### src/rtl/core/mru_pkg.sv
// Shared types and constants for the MRU order list.
package mru_pkg;

	localparam int unsigned ID_W = 29;

	typedef enum logic [1:0] {
		FN_TOUCH  = 2'd0,
		FN_FORGET = 2'd1,
		FN_QUERY  = 2'd2,
		FN_NONE   = 2'd3
	} func_t;

	typedef enum logic [1:0] {
		PH_ACTIVE = 2'd0,
		PH_REMOVE = 2'd1,
		PH_DONE   = 2'd2
	} phase_t;

	typedef struct packed {
		logic              tok;
		func_t             func;
		phase_t            phase;
		logic [ID_W-1:0]   key;
		logic [ID_W-1:0]   data;
		logic              found;
		logic              grow;
		logic              shrink;
	} link_t;

endpackage

### src/rtl/core/mru_cell.sv
// One list position: holds an entry and processes the token passing along the row.
module mru_cell import mru_pkg::*; #(
	parameter int unsigned INDEX = 0,
	parameter int unsigned CW    = 6
) (
	input  logic            clk,
	input  logic            arst_n,
	input  logic [CW-1:0]   count,
	input  link_t           link_in,
	input  logic [ID_W-1:0] nb_entry,
	input  logic            nb_last,
	output logic [ID_W-1:0] entry,
	output link_t           link_out
);

	logic [ID_W-1:0] entry_q;
	link_t           link_q;
	link_t           link_d;
	logic            wr;
	logic [ID_W-1:0] wdata;
	logic            valid;
	logic            nb_valid;

	assign valid    = CW'(INDEX) < count;
	assign nb_valid = !nb_last && (CW'(INDEX + 1) < count);

	always_comb begin
		link_d = link_in;
		wr     = 1'b0;
		wdata  = link_in.data;
		if (link_in.tok) begin
			case (link_in.phase)
				PH_ACTIVE: begin
					case (link_in.func)
						FN_TOUCH: begin
							wr = 1'b1;
							if (!valid) begin
								link_d.phase = PH_DONE;
								link_d.grow  = 1'b1;
							end else if (entry_q == link_in.key) begin
								link_d.phase = PH_DONE;
							end else begin
								link_d.data = entry_q;
							end
						end
						FN_FORGET: begin
							if (!valid) begin
								link_d.phase = PH_DONE;
							end else if (entry_q == link_in.data) begin
								wr            = 1'b1;
								wdata         = nb_entry;
								link_d.shrink = 1'b1;
								link_d.phase  = nb_valid ? PH_REMOVE : PH_DONE;
							end
						end
						FN_QUERY: begin
							if (!valid) begin
								link_d.phase = PH_DONE;
							end else if (entry_q != link_in.data) begin
								link_d.phase = PH_DONE;
								link_d.found = 1'b1;
								link_d.data  = entry_q;
							end
						end
						default: begin
							link_d.phase = PH_DONE;
						end
					endcase
				end
				PH_REMOVE: begin
					wr    = 1'b1;
					wdata = nb_entry;
					if (!nb_valid) begin
						link_d.phase = PH_DONE;
					end
				end
				default: begin
				end
			endcase
		end
	end

	always_ff @(posedge clk) begin
		if (wr) begin
			entry_q <= wdata;
		end
	end

	always_ff @(posedge clk or negedge arst_n) begin
		if (!arst_n) begin
			link_q <= '0;
		end else begin
			link_q <= link_d;
		end
	end

	assign entry    = entry_q;
	assign link_out = link_q;

endmodule

### config.mk
export PLATFORM = sky130hd
export DESIGN_NAME = mru_cell
export DESIGN_NICKNAME = d
export VERILOG_FILES = /design/src/rtl/core/mru_pkg.sv /design/src/rtl/core/mru_cell.sv
export SDC_FILE = /design/constraint.sdc
export NUM_CORES = 1
export LEC_CHECK = 0
export ABC_AREA = 1
export ABC_CLOCK_PERIOD_IN_PS = 10300
export BUFFER_PORTS_ARGS = -buffer_cell sky130_fd_sc_hd__buf_2
export CORE_ASPECT_RATIO = 2
export CORE_MARGIN = 5
export CORE_UTILIZATION = 55
export CTS_BUF_LIST = sky130_fd_sc_hd__clkbuf_16
export DETAILED_ROUTE_END_ITERATION = 16
export MAX_ROUTING_LAYER = met4
export PLACE_DENSITY = 0.85
export SKIP_CTS_REPAIR_TIMING = 1
export SLEW_MARGIN = 25
export SYNTH_ARGS = -nofsm -noshare
export SYNTH_HDL_FRONTEND = slang
export SYNTH_SLANG_ARGS = --single-unit
### constraint.sdc
create_clock -name clk -period 10.3 [get_ports clk]
set_input_delay 2.06 -clock clk [delete_from_list [all_inputs] [get_ports clk]]
set_output_delay 2.06 -clock clk [all_outputs]
set_load 0.02 [all_outputs]
==> impl_metrics.yaml <==
placed_design:
  numPortBuffers: 198
  gp_congestion: 0.979
  post-place-cells: 1270
  placedInstanceArea_um2: 7350
  dp_hpwl_um: 15400
worst_setup_path:
  crit_type: "in2reg"
  endpoint_kind: "flip-flop"
  critical_path.reg2reg.endpoint: "link_out[9]"
  setup.reg_to_reg.worst_slack_ns: 6.83
  required_ns: 10.36
  path_max_fanout: 50
  critical_path_arrival_ns: 5.00
  startpoint_type_of_the_worst_setup_path: "input port"
  worstReg2RegStart: "entry[26]"
  worst_r2r_path_depth: 13
min_path:
  whs_endpoint: "link_out[31]"
  hold-path-cell-count: 2
  min_path_type: "reg2reg"
  hp-start: "entry[28]"
route:
  route.final.wire_length_um: 21300
  avgRoutedWirePerCell_um: 16.5
  drt_pass1_iterations: 5
  final_antenna_net_count: 0
  drt_iter0_markers: 693
  drc_errors: 0
  via_per_inst: 5.45
  routed-via-count: 7026
power:
  total_power_draw_mw: 0.931
  leakage_nw: 4.28
  powerDensity_nw_per_um2: 122
  peakVddDrop_mv: 0.0868
final_layout:
  fill_cells: 1057
  final_layout_size_suffix_gt1_share_pct: 21.1
  final-instance-count-excl-fill: 1288
  design.final.nets: 1243
  syn2layout_area_growth_pct: 21.3
  layout.core_utilization_pct: 67.6
  fin_area_um2: 7620
synth:
  yosys-top-cells-count: "446 x sky130_fd_sc_hd__nand2_1, 117 x sky130_fd_sc_hd__inv_1, 81 x sky130_fd_sc_hd__nand3_1"
  synth.area.top_cells: "sky130_fd_sc_hd__nand2_1 27%, sky130_fd_sc_hd__dfrtp_1 26%, sky130_fd_sc_hd__edfxtp_1 14%, sky130_fd_sc_hd__inv_1 7.0%, sky130_fd_sc_hd__nand3_1 6.5%"
  post_synth_inst_count: 963
  count_of_yosys_warnings_during_synthesis: 0
  ys_seq_area_share_pct: 40.1
  synth_enable_flop_cells: 29
  postSynthRegisterBits: 95
  syn_nets: 1067
  synth-async-reset-ratio_pct: 69.5
  synth_top_area_cell: "sky130_fd_sc_hd__nand2_1"
  yosysTopAreaCellShare_pct: 26.6
  synth.avg_cell_area_um2: 6.52
  mappedNetlistArea_um2: 6280
  ys_types: 31
  yosysMostFrequentCell: "sky130_fd_sc_hd__nand2_1"
  synth_top_flop_cell: "sky130_fd_sc_hd__dfrtp_1"
timing:
  setup_viol: 0
  timing_worst_slew_pin_value_ns: 0.939
  achievable-frequency_mhz: 202
  drv_slew: 0
  final.period_utilization_pct: 48.0
  final.setup.tns_ns: 0
  slew-limit-headroom_pct: 37.2
  final_period_minus_worst_setup_slack_ns: 4.95
  rsz0062_at_grt: "no"
  final-hold-violation-count: 0
  setup_skew_ns: 0.00813
clock_network:
  tritoncts_num_sinks: 95
  clkTransAtPathRegs_ns: 0.07
  tritoncts: "yes"
  tritoncts.num_buffers: 9
  clock_latency_ns: 0.35
  clockRootBuffer: "sky130_fd_sc_hd__clkbuf_16"
  htree_num_levels: 3
  cts-root-to-sink-buffers: 2
global_route:
  wire_length_of_the_first_global_routing_pass_um: 32800
  globalRouteTotalUtil_pct: 31.4
  grt_most_used_layer: "met2"
  use_met1_pct: 33.3
  grt_max_degree: 67
  grt.met3_usage_pct: 4.19
  grt_antenna_before_repair: 2
  globalRouteOverflowTotal: 0
  via_count_of_the_first_global_routing_pass: 6651
  met2_usage_pct: 51.9
outcome:
  status: "finished, final reports clean"
floorplan:
  floorplan.initialDensity_pct: 55.7
  die-width_um: 85.6
  number_of_rows_created_at_floorplan: 55
  floorplan.io_pins: 199
  core-area_um2: 11300
  die-area_um2: 13800
  floorplan.die.height_um: 161
run:
  timing.max_cap.violations: 0
[layer usage]
layer / wire length (µm) / up-vias
met1: 6860 / 3060
met2: 10800 / 469
met3: 1900 / 125
met4: 1740 / 0
li1: - / 3372
met5: 0 / -
[worst max-delay path, cell delays in order]
cell                      delay [ns]
sky130_fd_sc_hd__buf_2          0.08
sky130_fd_sc_hd__nor3_1         0.04
sky130_fd_sc_hd__nand2_1        0.11
sky130_fd_sc_hd__nor2_4         0.04
sky130_fd_sc_hd__buf_4          0.27
sky130_fd_sc_hd__inv_2          0.74
sky130_fd_sc_hd__nand3_4        0.56
sky130_fd_sc_hd__a31oi_4        0.80
sky130_fd_sc_hd__buf_8          0.25
[flip-flops by register name (all words and copies together), names as in the netlist]
signal and flops:
entry 29, link_out 66
[report_power, final]
| part | internal, mW | leakage [nW] | switching (mW) |
|---|---|---|---|
| clock network | 0.164 | 0.134 | 0.154 |
| logic | 0.0629 | 3.10 | 0.129 |
| registers | 0.411 | 1.04 | 0.0105 |
| total | 0.638 | 4.28 | 0.293 |
[cells in the final DEF (no fill, tap or decap), types with 5 or more instances in the layout]
cell                        instances
sky130_fd_sc_hd__o21ai_0           22
sky130_fd_sc_hd__o211ai_1          21
sky130_fd_sc_hd__a21oi_1           11
sky130_fd_sc_hd__inv_2              9
sky130_fd_sc_hd__xnor2_1            6
sky130_fd_sc_hd__buf_4              8
sky130_fd_sc_hd__nand3b_1           5
sky130_fd_sc_hd__buf_2            197
sky130_fd_sc_hd__nand2_1          446
sky130_fd_sc_hd__nand3_1           81
sky130_fd_sc_hd__dfrtp_1           66
sky130_fd_sc_hd__nor2_1            51
sky130_fd_sc_hd__edfxtp_1          29
sky130_fd_sc_hd__clkbuf_16          9
sky130_fd_sc_hd__o21ai_1            9
sky130_fd_sc_hd__xor2_1             7
sky130_fd_sc_hd__nand4_1           26
sky130_fd_sc_hd__inv_1            116
[logic make-up after synthesis]
| family | share of synthesized area (%) |
|---|---|
| DFF | 40.1 |
| AOI/OAI and AO/OA | 6.69 |
| buffers and inverters | 10.7 |
| xor gates and xnor gates | 1.81 |
| and+or+nand+nor | 40.7 |
[layout make-up]
class                           instances  area (µm²)  area share, %
Clock buffer                            9         225           2.95
Inverter                              125         469           6.15
Tap cell                              142         178           2.33
Clock inverter                          7        47.5          0.624
Multi-Input combinational cell        702        3120           40.9
Timing Repair Buffer                  206        1060           13.9
Antenna cell                            2        5.00         0.0656
Sequential cell                        95        2520           33.1
[how the worst max path moves through the flow]
stage	from	end	slack, ns
6_report	count[3]	entry[7]	5.35
3_3_place_gp	count[2]	entry[17]	5.03
2_1_floorplan	link_in[25]	entry[0]	5.42
4_1_cts	count[3]	entry[7]	5.45
3_5_place_dp	count[3]	entry[16]	5.10
5_1_grt	count[5]	entry[7]	5.20
[metrics by stage]
step	hold slack [ns]	worst slack (ns)
final	0.651	5.35
after CTS	0.654	5.45
after floorplan	0.698	5.42
after global placement	0.620	5.03
after global routing	0.689	5.20
after detailed placement	0.635	5.10
Note: power is estimated with default switching activity, not from simulation.
